### src/design/dpjf_pkg.sv
package dpjf_pkg;

   localparam int ELEM_W    = 32;
   localparam int PROD_W    = 64;
   localparam int ID_W      = 24;
   localparam int NORM_W    = 48;
   localparam int SUM_W     = 49;
   localparam int LEN_W     = 13;
   localparam int SCORE_W   = 17;
   localparam int PORT_LANES = 4;
   localparam int CSR_IDX_W = 2;

   localparam logic OPC_QUERY = 1'b0;
   localparam logic OPC_CAND  = 1'b1;

   localparam logic [CSR_IDX_W-1:0] CSR_VECTOR_LENGTH = 2'd0;
   localparam logic [CSR_IDX_W-1:0] CSR_QUERY_POS     = 2'd1;
   localparam logic [CSR_IDX_W-1:0] CSR_QUERY_NORM    = 2'd2;

   localparam logic [SCORE_W-1:0] SCORE_ONE = 17'h10000;
   localparam logic [PROD_W-1:0]  QM_CAP    = 64'd1 << 50;

   typedef struct packed {
      logic               keep;
      logic [ID_W-1:0]    id;
      logic [SCORE_W-1:0] score;
   } dpjf_res_type;

endpackage

### src/design/dpjf_final.sv
module dpjf_final #(
   parameter int NORM_FRAC_BITS = 16
) (
   input  logic                              clock,
   input  logic                              reset,
   input  logic                              start,
   input  logic [dpjf_pkg::PROD_W-1:0]       dot,
   input  logic [dpjf_pkg::LEN_W-1:0]        vec_len,
   input  logic [dpjf_pkg::ID_W-1:0]         query_pos,
   input  logic [dpjf_pkg::NORM_W-1:0]       query_norm,
   input  logic [dpjf_pkg::ID_W-1:0]         cand_id,
   input  logic [dpjf_pkg::NORM_W-1:0]       cand_norm,
   output logic                              res_valid,
   input  logic                              res_take,
   output dpjf_pkg::dpjf_res_type            res
);

   localparam logic [2:0] ST_IDLE = 3'd0;
   localparam logic [2:0] ST_DIV  = 3'd1;
   localparam logic [2:0] ST_CHK  = 3'd2;
   localparam logic [2:0] ST_PREP = 3'd3;
   localparam logic [2:0] ST_SDIV = 3'd4;
   localparam logic [2:0] ST_DONE = 3'd5;

   localparam int W = dpjf_pkg::PROD_W;

   logic [2:0]                     state_ff, state_in;
   logic [5:0]                     cnt_ff, cnt_in;
   logic [W-1:0]                   dvd_ff, dvd_in;
   logic [dpjf_pkg::LEN_W-1:0]     rem_ff, rem_in;
   logic [dpjf_pkg::LEN_W-1:0]     len_ff, len_in;
   logic [dpjf_pkg::SUM_W-1:0]     sum_ff, sum_in;
   logic [W-1:0]                   dot_ff, dot_in;
   logic [W-1:0]                   b_ff, b_in;
   logic [W-1:0]                   r_ff, r_in;
   logic [W-1:0]                   d_ff, d_in;
   logic [15:0]                    q_ff, q_in;
   logic                           keep_ff, keep_in;
   logic                           sat_ff, sat_in;
   logic [dpjf_pkg::ID_W-1:0]      id_ff, id_in;

   logic [dpjf_pkg::LEN_W:0]       trial;
   logic                           trial_ge;
   logic [W-1:0]                   qm20;
   logic [W-1:0]                   a_val;
   logic [W-1:0]                   d_val;
   logic [W-1:0]                   r2;

   always_comb begin
      state_in = state_ff;
      cnt_in   = cnt_ff;
      dvd_in   = dvd_ff;
      rem_in   = rem_ff;
      len_in   = len_ff;
      sum_in   = sum_ff;
      dot_in   = dot_ff;
      b_in     = b_ff;
      r_in     = r_ff;
      d_in     = d_ff;
      q_in     = q_ff;
      keep_in  = keep_ff;
      sat_in   = sat_ff;
      id_in    = id_ff;
      trial    = {rem_ff, dvd_ff[W-1]};
      trial_ge = trial >= {1'b0, len_ff};
      qm20     = (dvd_ff << 4) + (dvd_ff << 2);
      a_val    = dot_ff << NORM_FRAC_BITS;
      d_val    = b_ff - a_val;
      r2       = r_ff << 1;
      case (state_ff)
         ST_IDLE: begin
            if (start) begin
               dot_in  = dot;
               dvd_in  = dot;
               rem_in  = '0;
               len_in  = (vec_len == '0) ? dpjf_pkg::LEN_W'(1) : vec_len;
               sum_in  = {1'b0, query_norm} + {1'b0, cand_norm};
               id_in   = cand_id;
               cnt_in  = '0;
               keep_in = 1'b0;
               if (cand_id == query_pos || dot[W-1]) begin
                  state_in = ST_DONE;
               end else begin
                  state_in = ST_DIV;
               end
            end
         end
         ST_DIV: begin
            // restoring division, one quotient bit a cycle
            rem_in = trial_ge ? dpjf_pkg::LEN_W'(trial - {1'b0, len_ff})
                              : trial[dpjf_pkg::LEN_W-1:0];
            dvd_in = {dvd_ff[W-2:0], trial_ge};
            cnt_in = cnt_ff + 6'd1;
            if (cnt_ff == 6'd63) begin
               state_in = ST_CHK;
            end
         end
         ST_CHK: begin
            keep_in = (dvd_ff != '0) &&
                      ((dvd_ff > dpjf_pkg::QM_CAP) ||
                       (qm20 > W'(sum_ff >> NORM_FRAC_BITS)));
            b_in    = W'(sum_ff) * W'(len_ff);
            sat_in  = (dot_ff >> (W - 1 - NORM_FRAC_BITS)) != '0;
            state_in = (dvd_ff != '0 &&
                        ((dvd_ff > dpjf_pkg::QM_CAP) ||
                         (qm20 > W'(sum_ff >> NORM_FRAC_BITS)))) ? ST_PREP : ST_DONE;
         end
         ST_PREP: begin
            if (sat_ff || a_val >= b_ff || a_val >= d_val) begin
               sat_in   = 1'b1;
               state_in = ST_DONE;
            end else begin
               d_in     = d_val;
               r_in     = a_val;
               q_in     = '0;
               cnt_in   = '0;
               state_in = ST_SDIV;
            end
         end
         ST_SDIV: begin
            r_in   = (r2 >= d_ff) ? r2 - d_ff : r2;
            q_in   = {q_ff[14:0], r2 >= d_ff};
            cnt_in = cnt_ff + 6'd1;
            if (cnt_ff == 6'd15) begin
               state_in = ST_DONE;
            end
         end
         ST_DONE: begin
            if (res_take) begin
               state_in = ST_IDLE;
            end
         end
         default: begin
            state_in = ST_IDLE;
         end
      endcase
   end

   always_ff @(posedge clock) begin
      if (reset) begin
         state_ff <= ST_IDLE;
         cnt_ff   <= '0;
         keep_ff  <= 1'b0;
         sat_ff   <= 1'b0;
      end else begin
         state_ff <= state_in;
         cnt_ff   <= cnt_in;
         keep_ff  <= keep_in;
         sat_ff   <= sat_in;
      end
   end

   always_ff @(posedge clock) begin
      dvd_ff <= dvd_in;
      rem_ff <= rem_in;
      len_ff <= len_in;
      sum_ff <= sum_in;
      dot_ff <= dot_in;
      b_ff   <= b_in;
      r_ff   <= r_in;
      d_ff   <= d_in;
      q_ff   <= q_in;
      id_ff  <= id_in;
   end

   assign res_valid = (state_ff == ST_DONE);
   assign res.keep  = keep_ff;
   assign res.id    = id_ff;
   assign res.score = sat_ff ? dpjf_pkg::SCORE_ONE : {1'b0, q_ff};

endmodule

### config.mk
export PLATFORM = sky130hd
export DESIGN_NAME = dpjf_final
export DESIGN_NICKNAME = d
export VERILOG_FILES = /design/src/design/dpjf_pkg.sv /design/src/design/dpjf_final.sv
export SDC_FILE = /design/constraint.sdc
export NUM_CORES = 2
export LEC_CHECK = 0
export ABC_AREA = 1
export BUFFER_PORTS_ARGS = -buffer_cell sky130_fd_sc_hd__buf_2
export CORE_MARGIN = 2
export CORE_UTILIZATION = 38
export CTS_CLUSTER_SIZE = 14
export DETAILED_ROUTE_END_ITERATION = 8
export PLACE_DENSITY = 0.67
export SLEW_MARGIN = 20
export SYNTH_ARGS = -nofsm -noshare
export SYNTH_HDL_FRONTEND = slang
export SYNTH_SLANG_ARGS = --single-unit
### constraint.sdc
create_clock -name clock -period 9.55 [get_ports clock]
set_clock_uncertainty 0.2 [all_clocks]
set_input_delay 0.955 -clock clock [delete_from_list [all_inputs] [get_ports clock]]
set_output_delay 0.955 -clock clock [all_outputs]
set_load 0.03 [all_outputs]
Word-level counts from Yosys, hierarchy flattened. Index checks and enable logic that the tools add are counted. Widths: inputs -> output; s select.

Add/sub/neg operators: 6. Multipliers: 1. Divide/modulo/power cells: 0. Magnitude comparators: 6. Eq/ne operators: 14. Shifts and indexed selects: 0. Muxes and demuxes: 26. Bitwise logic cells: 1. Reductions and logical operators: 23.

Operator list (count): $ge 64x64->1 (2); $pmux 64 s2 (1); $reduce_bool 64->1 (2); $mux 63 (2); $pmux 63 s2 (1); $add 64x64->64 (1); $ge 64x62->1 (1); $gt 64x33->1 (1); $gt 64x51->1 const B (1); $mux 64 (1); $sub 62x64->64 (1); $sub 63x63->63 (1); $mul 49x13->62 (1); $add 48x48->49 (1); $pmux 16 s2 (1); $mux 13 (2); $pmux 13 s2 (1); $eq 24x24->1 (1); $mux 3 (6); $pmux 3 s6 (1); $pmux 6 s3 (1); $mux 17 (1); $mux 16 (1); $ge 14x13->1 (1); other kinds (23) (44).

Bits in registers: 443. Bits in latches: 0. RAM bits: 0. Bits in read-only memories: 0. Input bits: 225. Output and inout bits: 43. Logic and storage cells: 91. Memories: 0.

Longest topological paths before layout.
Word-level depth: 6. Depth in mapped cells: 33. Gate-level depth less buffers: 31.

Worst setup path after synthesis. OpenSTA, ideal clock, no wires.

Path type: input port to flip-flop. Start point: input start. End point: register dvd_ff[0], enable pin. Library setup time: 0.437 ns. Data arrival time: 9.548 ns. Data required time: 8.913 ns. Slack: -0.635 ns. Stages on the path: 4. Buffers on the path: 0. Cells stage by stage: inv_1 nor2_1 inv_1 nand2_1.

Cells in the longest elaborated chain, start to end: 2.

RTL lines: start: declaration (RTL line dpjf_final.sv:6) `input logic start,`; $ne 2x2->1 (no source line); $reduce_and 2->1 (no source line); end signal: assignment (RTL line dpjf_final.sv:154) `dvd_ff <= dvd_in;`; end: declaration (RTL line dpjf_final.sv:29) `logic [W-1:0] dvd_ff, dvd_in;`.

No other way between the ends. A chain may end at the register's enable or synchronous reset.

Final worst setup path.
Start point: register len_ff[1] (netlist bit). End point: register b_ff[42], data pin.

Cells in the longest elaborated chain, start to end: 1.

RTL lines: start: declaration (RTL line dpjf_final.sv:31) `logic [dpjf_pkg::LEN_W-1:0] len_ff, len_in;`; start signal: assignment (RTL line dpjf_final.sv:156) `len_ff <= len_in;`; $mul 49x13->62 (RTL line dpjf_final.sv:102) `b_in = W'(sum_ff) * W'(len_ff);`; end signal: assignment (RTL line dpjf_final.sv:159) `b_ff <= b_in;`; end: declaration (RTL line dpjf_final.sv:34) `logic [W-1:0] b_ff, b_in;`.

No other way between the ends.

==> metrics.csv <==
metric,value,unit
max_freq,137,MHz
clockBufferDepth,3,
placementRows,138,
syn_inst,6951,
vias_per_cell,5.05,
grt_max_degree,130,
grt_use_met2,35.8,%
grt_pass1_vias,46100,
overflow,0,
seq_area_frac_synth,24.5,%
yosys.area.top_type_share,24.1,%
drv_slew,0,
dieArea,0.145,mm2
hold_ws,0.245,ns
gp_congestion,1.00,
synth_cell_types,69,
synth_area_leaders,"edfxtp_1 (24%), fa_1 (19%), nand2_1 (12%), inv_1 (11%), ha_1 (9.7%)",
htree_num_levels,2,
fp.dieH,381,um
crit_path_start,len_ff[1],
cp-start-kind,flop,
cp.required,9.75,ns
worst_r2r_path_depth,24,
cts.hold.buffers_added,0,
antenna_found_initial,16,
syn_avg_cell_area,7.75,um2
ys_ff_latch,443,
path_clk_slew,0.06,ns
hold_class,reg -> reg,
synth_top_area_cell,edfxtp_1,
postCtsSetupRepairBufs,0,
dp_hpwl,132,mm
path_max_fanout,26,
io_buffers,267,
endpoint_kind,flop,
maxSlewHeadroom,25.6,%
fillers,14400,
clkLatencyLatePin,0.68,ns
track_usage,22.0,%
synth_area,0.0539,mm2
start_util,38.2,%
synthArstFlopShare,0,%
status,"complete, no violations",
ys_warn_count,0,
drcViolationCount,0,
io_pins,268,
fin_setup_tns,0,ns
reg2reg_slack,2.25,ns
ant_nets,0,
grt_use_met1,30.3,%
path_class,reg -> reg,
cts_root_buffer,clkbuf_16,
tightest_slew,1.12,ns
synth_ff_type,edfxtp_1,
top_usage_layer,met2,
core_area,0.141,mm2
grt_pass1_wl,254,mm
cts_resized,0,
syn-num-nets,8114,
drt-total-wl,161,mm
wl_per_cell,17.7,um
drv_cap,0,
die_w,381,um
fin_crit_sh,76.4,%
endpoint,b_ff[42],
layout-drive-gt1-share,6.70,%
nets,8281,
worstReg2RegEnd,b_ff[42],
cp_data_arrival_time,7.49,ns
synth_enable_flop_cells,432,
final.min_clock_period,7.30,ns
area_growth,9.70,%
hold_viol,0,
first_pass_iters,6,
most-common-layout-cells,"nand2_1 (1662), inv_1 (1586), fa_1 (522)",
vias,45800,
final_common_cell,nand2_1,
cts_buffers,54,
setup_violations,0,
cts_tree,yes,
grt_setup_unrepaired,false,
use_met3,3.08,%
r2r-start,len_ff[1],
clkSinkCount,443,
drt_iter0_drc,3600,
-- cell type report --
class / count / area, um2 / area share [%]
multi-input combinational: 4727 / 34000 / 57.5
clock inverter: 43 / 519 / 0.878
timing repair buffer: 302 / 1680 / 2.84
tap: 1890 / 2360 / 4.00
sequential: 443 / 13200 / 22.3
clock buffer: 59 / 1390 / 2.35
antenna: 10 / 25.0 / 0.0423
inverter: 1590 / 5970 / 10.1
-- sequential cells by signal, indices dropped and copies added (netlist names) --
signal	flops
q_ff	16
sat_ff	1
d_ff	64
rem_ff	13
keep_ff	1
id_ff	24
len_ff	13
r_ff	63
state_ff	3
sum_ff	49
b_ff	62
dot_ff	64
cnt_ff	6
dvd_ff	64
-- logic make-up (layout without fill, tap and decap cells) --
logic type | after synthesis | count (layout) | share of synthesized area (%)
simple gates | 2474 | 2474 | 18.4
buf+inv | 1781 | 1994 | 12.6
compound gates | 1070 | 1070 | 11.5
other cells | 0 | 10 | 0
fa+ha+maj | 938 | 938 | 29.0
xor+xnor | 245 | 245 | 3.98
flops | 443 | 443 | 24.5
-- synth_stat cells (all sizes together) (11+ instances only) --
cell type / count
a21boi: 28
nor2: 483
a31oi: 67
a21o: 33
fa: 522
xor2: 138
a21oi: 475
edfxtp: 432
nor4: 35
o21bai: 31
xnor2: 107
inv: 1590
ha: 416
dfxtp: 11
nand3b: 15
o211ai: 29
nand4: 51
nor3: 41
nand3: 158
o21ai: 335
clkbuf: 152
buf: 39
o21a: 22
nand2: 1669
-- routing by layer --
layer | vias up | wire, um | part of all wire (%)
met1 | 21800 | 72300 | 45
met3 | 271 | 10300 | 6.4
met2 | 1545 | 72800 | 45
li1 | 22100 | - | -
met5 | - | 27 | 0.017
met4 | 4 | 5470 | 3.4
-- stage by stage --
step                      cells  cell area, um2  setup WS (ns)  util, %
final                      9064           59100           2.25     41.9
after global routing       9064           59100           1.86     41.9
after CTS                  9053           59100           2.20     41.8
after detailed placement   8951           57200           2.21     40.5
after global placement     8950           57100           2.19     40.5
after floorplan            6951           53900           1.54        -
-- worst max-delay path, cell delays in order, from the launching register on --
cell and delay (ns):
edfxtp_1 0.98, buf_4 0.45, nand2_1 0.12, fa_1 0.51, inv_1 0.06, fa_1 0.53
inv_1 0.05, fa_1 0.50, inv_1 0.04, ha_1 0.27, inv_1 0.05, fa_1 0.53
inv_1 0.04, ha_1 0.34, a21oi_1 0.17, nand2_1 0.12, a21oi_2 0.19, o21ai_2 0.11
a21oi_2 0.18, o21ai_1 0.11, a21boi_1 0.51, o21ai_1 0.21, a31oi_1 0.39, o21ai_1 0.16
xor2_1 0.18
-- how the worst min path moves through the flow --
stage                     start         to  slack, ns  cells after the start
floorplan              b_ff[10]   d_ff[10]       0.23                      0
global placement       b_ff[10]   d_ff[10]       0.24                      0
detailed placement      b_ff[2]    d_ff[2]       0.24                      0
CTS                 cand_id[11]  id_ff[11]       0.23                      1
global route         vec_len[2]  len_ff[2]       0.24                      1
finish                  b_ff[2]    d_ff[2]       0.25                      0
Power is left out: the tool's default activity adds up to more than one toggle a clock period on the data nets, which glitch-free logic cannot reach.
