==> src/design/dpjf_pkg.sv <==
package dpjf_pkg;

   localparam int ELEM_W    = 32;
   localparam int PROD_W    = 64;
   localparam int ID_W      = 24;
   localparam int NORM_W    = 48;
   localparam int SUM_W     = 49;
   localparam int LEN_W     = 13;
   localparam int SCORE_W   = 17;
   localparam int PORT_LANES = 4;
   localparam int CSR_IDX_W = 2;

   localparam logic OPC_QUERY = 1'b0;
   localparam logic OPC_CAND  = 1'b1;

   localparam logic [CSR_IDX_W-1:0] CSR_VECTOR_LENGTH = 2'd0;
   localparam logic [CSR_IDX_W-1:0] CSR_QUERY_POS     = 2'd1;
   localparam logic [CSR_IDX_W-1:0] CSR_QUERY_NORM    = 2'd2;

   localparam logic [SCORE_W-1:0] SCORE_ONE = 17'h10000;
   localparam logic [PROD_W-1:0]  QM_CAP    = 64'd1 << 50;

   typedef struct packed {
      logic               keep;
      logic [ID_W-1:0]    id;
      logic [SCORE_W-1:0] score;
   } dpjf_res_type;

endpackage

==> src/design/dpjf_merge.sv <==
module dpjf_merge #(
   parameter int LANES = 4
) (
   input  logic                                     clock,
   input  logic                                     reset,
   input  logic [LANES-1:0][dpjf_pkg::PROD_W-1:0]   prod,
   input  logic                                     prod_valid,
   input  logic                                     prod_fin,
   output logic                                     dot_valid,
   output logic [dpjf_pkg::PROD_W-1:0]              dot
);

   logic [dpjf_pkg::PROD_W-1:0] sum_in;
   logic [dpjf_pkg::PROD_W-1:0] sum_ff;
   logic                        s3_valid_ff;
   logic                        s3_fin_ff;
   logic [dpjf_pkg::PROD_W-1:0] acc_ff;
   logic [dpjf_pkg::PROD_W-1:0] total;
   logic [dpjf_pkg::PROD_W-1:0] dot_ff;
   logic                        dot_valid_ff;

   always_comb begin
      sum_in = '0;
      for (int i = 0; i < LANES; i++) begin
         sum_in = sum_in + prod[i];
      end
   end

   always_ff @(posedge clock) begin
      sum_ff <= sum_in;
   end

   assign total = acc_ff + sum_ff;

   always_ff @(posedge clock) begin
      if (reset) begin
         s3_valid_ff  <= 1'b0;
         s3_fin_ff    <= 1'b0;
         acc_ff       <= '0;
         dot_valid_ff <= 1'b0;
      end else begin
         s3_valid_ff  <= prod_valid;
         s3_fin_ff    <= prod_fin;
         dot_valid_ff <= 1'b0;
         if (s3_valid_ff) begin
            if (s3_fin_ff) begin
               acc_ff       <= '0;
               dot_valid_ff <= 1'b1;
            end else begin
               acc_ff <= total;
            end
         end
      end
   end

   always_ff @(posedge clock) begin
      if (s3_valid_ff && s3_fin_ff) begin
         dot_ff <= total;
      end
   end

   assign dot_valid = dot_valid_ff;
   assign dot       = dot_ff;

endmodule

==> config.mk <==
export PLATFORM = sky130hd
export DESIGN_NAME = dpjf_merge
export DESIGN_NICKNAME = d
export VERILOG_FILES = /design/src/design/dpjf_pkg.sv /design/src/design/dpjf_merge.sv
export SDC_FILE = /design/constraint.sdc
export NUM_CORES = 1
export LEC_CHECK = 0
export BUFFER_PORTS_ARGS = -buffer_cell sky130_fd_sc_hd__buf_2
export CAP_MARGIN = 20
export CELL_PAD_IN_SITES_DETAIL_PLACEMENT = 0
export CELL_PAD_IN_SITES_GLOBAL_PLACEMENT = 2
export CORE_MARGIN = 1
export CORE_UTILIZATION = 34
export DETAILED_ROUTE_END_ITERATION = 10
export PLACE_DENSITY = 0.88
export SLEW_MARGIN = 30
export SYNTH_ARGS = -nofsm -noshare
export SYNTH_HDL_FRONTEND = slang
export SYNTH_SLANG_ARGS = --single-unit
==> constraint.sdc <==
create_clock -name clock -period 5.3 [get_ports clock]
set_input_delay 0.53 -clock clock [delete_from_list [all_inputs] [get_ports clock]]
set_output_delay 0.53 -clock clock [all_outputs]
set_load 0.01 [all_outputs]
# Word level (Yosys, flattened, before mapping)
# Cells that the tools add are included.
totals:
  regBits: 195
  inputBits: 260
  word_cells: 15
op_classes:
  addsub: 4
  muxes: 2
  bitwise_logic: 1
  reduce_logical: 2
ops:
  columns: ["op", "count"]
  rows:
  - ["$add A64 B64 Y64", 4]
  - ["$mux W64", 1]
  - ["$reduce_or A2 Y1", 1]
  - ["$logic_and A1 B1 Y1", 1]
  - ["$mux W1", 1]
  - ["$not A1 Y1", 1]

# Logic depth before layout (Yosys ltp)
# Gate-level depths: netlist (run 1).
depth:
  ltp_word: 3
  mapped_depth: 15
  ltp_nobuf: 15

# Worst setup path before layout (run 1)
# No wires, ideal clock.
synth_path:
  kind: "input to register"
  start: "in prod[1] (netlist bit)"
  end: "reg sum_ff[57] (netlist bit)"
  arrival_ns: 3.832
  t_required_ns: 5.174
  slack_ns: 1.342
  stages: 15
  cell_sequence: "inv_1 fa_1 inv_1 fa_1 ha_1 fa_1 a21oi_1 o22ai_1 o21bai_1 a2111oi_1 nor3b_1 a2111o_1 and2_1 o21bai_1 xor2_1"
synth_via:
  elab_chain_len: 3
synth_rtl:
  columns: ["element", "line", "text"]
  rows:
  - ["from (decl)", "dpjf_merge.sv:6", "input logic [LANES-1:0][dpjf_pkg::PROD_W-1:0] prod,"]
  - ["$add A64 B64 Y64 (3 in a row)", "dpjf_merge.sv:25", "sum_in = sum_in + prod[i];"]
  - ["named net sum_in, one bit", "dpjf_merge.sv:13", "logic [dpjf_pkg::PROD_W-1:0] sum_in;"]
  - ["to (signal assigned)", "dpjf_merge.sv:30", "sum_ff <= sum_in;"]
  - ["to (decl)", "dpjf_merge.sv:14", "logic [dpjf_pkg::PROD_W-1:0] sum_ff;"]
# The timed path passes the listed nets, and every way through them passes these cells.
# A chain may end at the register's enable or synchronous reset.

# Worst setup path in the final report (run 1)
# Same ends and word-level chain as after synthesis.

==> results.toml, run 1 <==
[route]
vias = 14200
drtAntennaViolNets = 0
avgRoutedWirePerCell_um = 15.9
dr.pass1.iters = 5
totalWireLength_um = 46300
viasPerCell = 4.88
initialDrtViolationCount = 737
drcViolationCount = 0

[yosys]
syn_nets = 2465
syn_inst = 1952
yosysTopAreaCellShare = 0.155
synthFlopType = "dfxtp_1"
ys_warn_count = 0
async_reset_ff_frac = 0
ys_seq_area_frac = 0.269
syn_area_um2 = 16900
synth_cell_type_count = 77
avgSynthCellArea_um2 = 8.66
synth-edff-count = 64
yosys.area.top_type = "dfxtp_1"
synth.area.top_cells = "dfxtp_1 16%, fa_1 15%, edfxtp_1 11%, ha_1 9.3%, inv_1 8.3%"
ys_ff_latch = 195

[die]
die_w_um = 225
dieArea_um2 = 50600
die_y_um = 225
io_pins = 325
fp.coreArea_um2 = 49000
row_count = 81
start_util = 0.345

[worst_setup_path]
rr_endpoint = "dot[60]"
worst_setup_path_start_kind = "input port"
cp_max_fo = 5
worstPathArrival_ns = 4.74
cpMostUsedCell = "fa_1"
required_ns = 5.69
worstSetupEndpointType = "flip-flop"
rr_startpoint = "sum_ff[0]"
regToRegSetupSlack_ns = 1.37
r2r_cells = 11
path_cells = "buf_2 -> inv_1 -> fa_1 -> inv_1 -> fa_1 -> ha_1 -> fa_1 -> a21oi_1 -> o22ai_1 -> o21bai_1 -> a2111oi_1 -> nor3b_1 -> buf_4 -> a2111o_1 -> and2_1 -> o21bai_1 -> xor2_1"
slowest_stage = "a2111oi_1"
critical_path_class = "in2reg"
critical-path-max-stage-delay_ns = 0.81

[global_routing]
grt_usage = 0.187
grt_pass1_vias = 14300
antenna_found_initial = 0
grt-ovfl-total = 0
grt_max_degree = 40
grt_pass1_wl_um = 74800

[clock_tree]
cts_sinks = 195
tritoncts = "done"
htreeDepth = 4
hold_buffers = 0
path_clk_slew_ns = 0.08
post_cts_resized = 0
cts_setup_buffers = 0
root_buffer = "clkbuf_16"
worstSkewPairLatency_ns = 0.46
cts_buffer_depth = 2
numCtsBuffers = 17

[sta]
period_share = 0.820
fin_worst_skew_ns = 0.0184
tightest_slew_ns = 0.837
fmax_ghz = 0.230
rsz0062_at_grt = "false"
finalSetupTns_ns = 0
setup_viol = 0
min_period_ns = 4.34
finalMaxSlewViolations = 0
hold_viol = 0
max_slew_margin = 0.428

[pwr]
p_per_area_nw_per_um2 = 453
power_leakage_nw = 10.1
max-vdd-ir-drop_mv = 0.225

[cells_and_area]
n_antenna_cell = 0
final_layout_size_suffix_gt1_frac = 0.171
syn_to_final_growth_pct = 16.8
n_fill_cell = 5076
nets = 2741
multiInputGateArea_um2 = 10700
finalNonFillerCells = 2905
final-seq-area_um2 = 4540

[placed_design]
hpwlAfterDp_um = 38500
portBuffers = 324
place.gp.congestion = 0.889
place_inst = 2873

[min_path]
worstHoldEndpoint = "s3_valid_ff"
hold_start = "prod_valid"
worstHoldPathCells = 2
min_path_type = "in2reg"

[outcome]
status = "finished, final reports clean"

[run]
maxCapViolations = 0
[worst max path at each step]
stage | startpoint | to | depth (start not counted)
6_report | prod[1] | sum_ff[57] | 17
5_1_grt | prod[1] | sum_ff[51] | 16
2_1_floorplan | prod[1] | sum_ff[57] | 15
3_5_place_dp | prod[1] | sum_ff[57] | 17
3_3_place_gp | prod[1] | sum_ff[57] | 17
4_1_cts | prod[1] | sum_ff[59] | 17
[logic make-up (layout without fill, tap and decap cells)]
group | count (synthesis) | after routing | synth area share
buffers and inverters | 448 | 737 | 0.100
AO/OA/AOI/OAI | 517 | 517 | 0.200
adder cells (fa/ha/maj) | 253 | 253 | 0.244
AND/OR/NAND/NOR | 414 | 414 | 0.122
multiplexers | 2 | 2 | 0.00118
XOR/XNOR | 123 | 123 | 0.0638
flip-flops | 195 | 195 | 0.269
[cells in the final DEF, fill, tap and decap left out, types with 24 or more instances in the layout]
master and n:
inv_1 373, xor2_1 56, nor2_1 91, a21o_1 89, o21ai_0 79, edfxtp_1 64, fa_1 127, ha_1 126
nand4_1 50, a22o_1 31, a21oi_1 176, dfxtp_1 131, nor2b_1 41, nand2_1 112, xnor2_1 67, o21bai_1 24
buf_2 324
[through the flow]
step	hold WS [ns]	power, mW	utilization	cell area (µm²)	setup WS (ns)
finish	0.292	8.93	0.403	19700	0.956
CTS	0.274	8.98	0.403	19700	0.885
floorplan	0.436	6.12	-	16900	1.34
detailed placement	0.467	7.61	0.391	19100	0.392
global placement	0.451	7.60	0.391	19100	0.495
global route	0.290	9.69	0.403	19700	0.614
[worst max-delay path, delay by kind of cell]
kind / cells / cell delay [ns]
simple gates: 2 / 0.32
fa+ha+maj: 4 / 1.47
compound gates: 6 / 1.87
xor+xnor: 1 / 0.15
buf+inv: 4 / 0.38
[sequential cells by signal, indices dropped and copies added, names as in the netlist]
register / count
acc_ff: 64
dot: 64
dot_valid: 1
s3_fin_ff: 1
s3_valid_ff: 1
sum_ff: 64
[final cells by class]
cell class,count,area share
clock buffer,17,0.0216
clock inverter,15,0.00913
inverter,373,0.0709
multi-input combinational,1309,0.541
sequential,195,0.230
tap,664,0.0421
timing repair buffer,332,0.0852
[report_power, final]
| part | internal, mW | total [mW] | switching [mW] |
|---|---|---|---|
| clock | 0.679 | 1.33 | 0.651 |
| combinational | 2.04 | 5.25 | 3.21 |
| sequential | 2.10 | 2.36 | 0.256 |
[synth_stat cells (6+ instances only)]
| cell | instances |
|---|---|
| o211ai_1 | 7 |
| nand4_1 | 50 |
| ha_1 | 126 |
| clkbuf_1 | 70 |
| o31ai_1 | 8 |
| nor2_1 | 92 |
| xnor2_1 | 67 |
| nor3_1 | 18 |
| a22o_1 | 31 |
| o21a_1 | 14 |
| xor2_1 | 56 |
| nand2b_1 | 14 |
| nor3b_1 | 6 |
| nand3_1 | 20 |
| o21bai_1 | 24 |
| and2_1 | 13 |
| and3_1 | 15 |
| a211oi_1 | 12 |
| nor4_1 | 6 |
| dfxtp_1 | 131 |
| edfxtp_1 | 64 |
| nand2_1 | 112 |
| a21o_1 | 89 |
| o21ai_0 | 79 |
| inv_1 | 373 |
| nor2b_1 | 43 |
| a21oi_1 | 176 |
| or3_1 | 9 |
| fa_1 | 127 |
| a31oi_1 | 13 |
[routing by layer]
layer	wire, µm	track usage	part of all wire	vias to the layer above
met5	0	0	0	-
met4	477	0.0380	0.010	0
met3	1510	0.0222	0.033	30
met2	22000	0.311	0.47	270
met1	22300	0.260	0.48	6790
li1	-	-	-	7085
No activity file was read; power rests on OpenSTA's default activity.
==> inputs of run 2 (changes only) <==
CORE_UTILIZATION = 31   (was 34)
PLACE_DENSITY = 0.85   (was 0.88)
clock period = 3.87 ns   (was 5.3 ns; I/O delays follow)
==> run 2 against run 1 <==
  * Design area increased by 6.3%
  * Worst setup slack got worse by 0.80 ns
  * Sequential share of layout area down 1.4 points
  * Die area rose by 9.6%
  * Register-to-register slack lost 1.0 ns
==> results.toml, run 2 (synthesis gave the netlist of run 1 again) <==
[route]
vias = 14700
dr.pass1.iters = 7
initialDrtViolationCount = 631
avgRoutedWirePerCell_um = 15.6
totalWireLength_um = 48000
drtAntennaViolNets = 0
drcViolationCount = 0
viasPerCell = 4.79

[clock_tree]
worstSkewPairLatency_ns = 0.46
tritoncts = "done"
cts_buffer_depth = 2
root_buffer = "clkbuf_16"
hold_buffers = 0
htreeDepth = 4
path_clk_slew_ns = 0.08
numCtsBuffers = 17
cts_sinks = 195

[placed_design]
hpwlAfterDp_um = 40300
place.gp.congestion = 0.900
place_inst = 3040
portBuffers = 324
place_area_um2 = 20200
pre_cts_slack_ns = -0.696

[cells_and_area]
syn_to_final_growth_pct = 24.1
finalNonFillerCells = 3074
nets = 2878
final_common_cell = "inv_1"
n_antenna_cell = 0
final_layout_size_suffix_gt1_frac = 0.227
multiInputGateArea_um2 = 10800
n_fill_cell = 5582
design_area_um2 = 21000
final-seq-area_um2 = 4540
final_cell_mix = "373 x inv_1, 324 x buf_2, 172 x a21oi_1"

[pwr]
p_int_mw = 7.29
switching_share = 0.443
combPwrFrac = 0.613
max-vdd-ir-drop_mv = 0.343
power_leakage_nw = 10.8
clockPowerShare = 0.141
seqPwrFrac = 0.246
p_per_area_nw_per_um2 = 625
power.switching_mw = 5.81

[sta]
hold_viol = 0
fin_worst_skew_ns = 0.0167
finalWorstSetupSlack_ns = 0.151
setup_viol = 0
period_share = 0.961
tightest_slew_ns = 0.933
max_slew_margin = 0.362
min_period_ns = 3.72
fmax_ghz = 0.269
whs_ns = 0.137
finalMaxSlewViolations = 0

[worst_setup_path]
worstPathArrival_ns = 4.10
cp_max_fo = 4
worstSetupEndpointType = "flip-flop"
critical_path_class = "in2reg"
required_ns = 4.25
worst_setup_path_start_kind = "input port"

[outcome]
status = "finished, final reports clean"

[min_path]
min_path_type = "in2reg"

[global_routing]
grt_pass1_wl_um = 77200
grt-ovfl-total = 0
grt_max_degree = 44
grt_pass1_vias = 15100
grt_usage = 0.173
antenna_found_initial = 0

[die]
start_util = 0.314
dieArea_um2 = 55400
fp.coreArea_um2 = 53800
die_w_um = 235
row_count = 85
die_y_um = 235
io_pins = 325

[run]
maxCapViolations = 0
[run 2: cell types whose count changed in the layout (fill, tap and decap cells not counted), moves of 2 or more]
cell       change
o21ai_0        -2
buf_12         +2
a2111oi_4      +2
buf_4        +135
a21oi_2        +3
a21oi_1        -4
[run 2: critical path, stage by stage]
cell and delay, ns:
buf_2 0.08, inv_1 0.05, fa_1 0.49, fa_1 0.51, inv_1 0.05, ha_1 0.30
nand4_1 0.24, nor2_1 0.09, o2bb2ai_1 0.14, or3_1 0.42, o21ai_4 0.29, o311ai_2 0.16
buf_4 0.16, a311o_1 0.39, a31oi_1 0.21, xnor2_1 0.13
[run 2: final cells by class]
| class | count | share of cell area |
|---|---|---|
| clock buffers | 19 | 0.0221 |
| clock inverters | 13 | 0.00734 |
| inverters | 373 | 0.0668 |
| multi-input cells | 1309 | 0.515 |
| flip-flops and latches | 195 | 0.217 |
| well taps | 696 | 0.0415 |
| repair buffers | 469 | 0.130 |
[run 2: metrics by stage]
step | utilization | TNS, ns | total power [mW]
global route | 0.390 | -0.00398 | 14.2
finish | 0.390 | 0 | 13.1
CTS | 0.388 | 0 | 13.1
detailed placement | 0.375 | -10.90 | 11.1
global placement | 0.375 | -10.02 | 11.1
floorplan | - | 0 | 8.38
[run 2: routing by layer]
| layer | track usage | wire [µm] |
|---|---|---|
| met5 | 0 | 0 |
| met4 | 0.0392 | 729 |
| met3 | 0.0186 | 1350 |
| met2 | 0.297 | 23200 |
| met1 | 0.234 | 22700 |
[run 2: final timing paths]
check	slack, ns	startpoint	endpoint	depth (start not counted)
setup / recovery	0.15	prod[23]	sum_ff[56]	16
hold / removal	0.14	prod_fin	s3_fin_ff	2
setup reg to reg	0.34	sum_ff[0]	dot[60]	12
hold reg to reg	0.48	acc_ff[0]	acc_ff[0]	2
[run 2: power groups by stage]
stage	sequential [mW]	clock, mW	combinational, mW
5_1_grt	3.26	1.99	8.98
6_report	3.22	1.85	8.03
4_1_cts	3.22	1.91	7.98
3_3_place_gp	3.26	0	7.87
2_1_floorplan	3.09	0	5.30
3_5_place_dp	3.25	0	7.88
[run 2: timing repair]
item	4_1_cts	5_1_grt
endpoints found under the setup margin	9	14
setup buffers	0	2
pin swaps	2	13
resized for setup	10	16
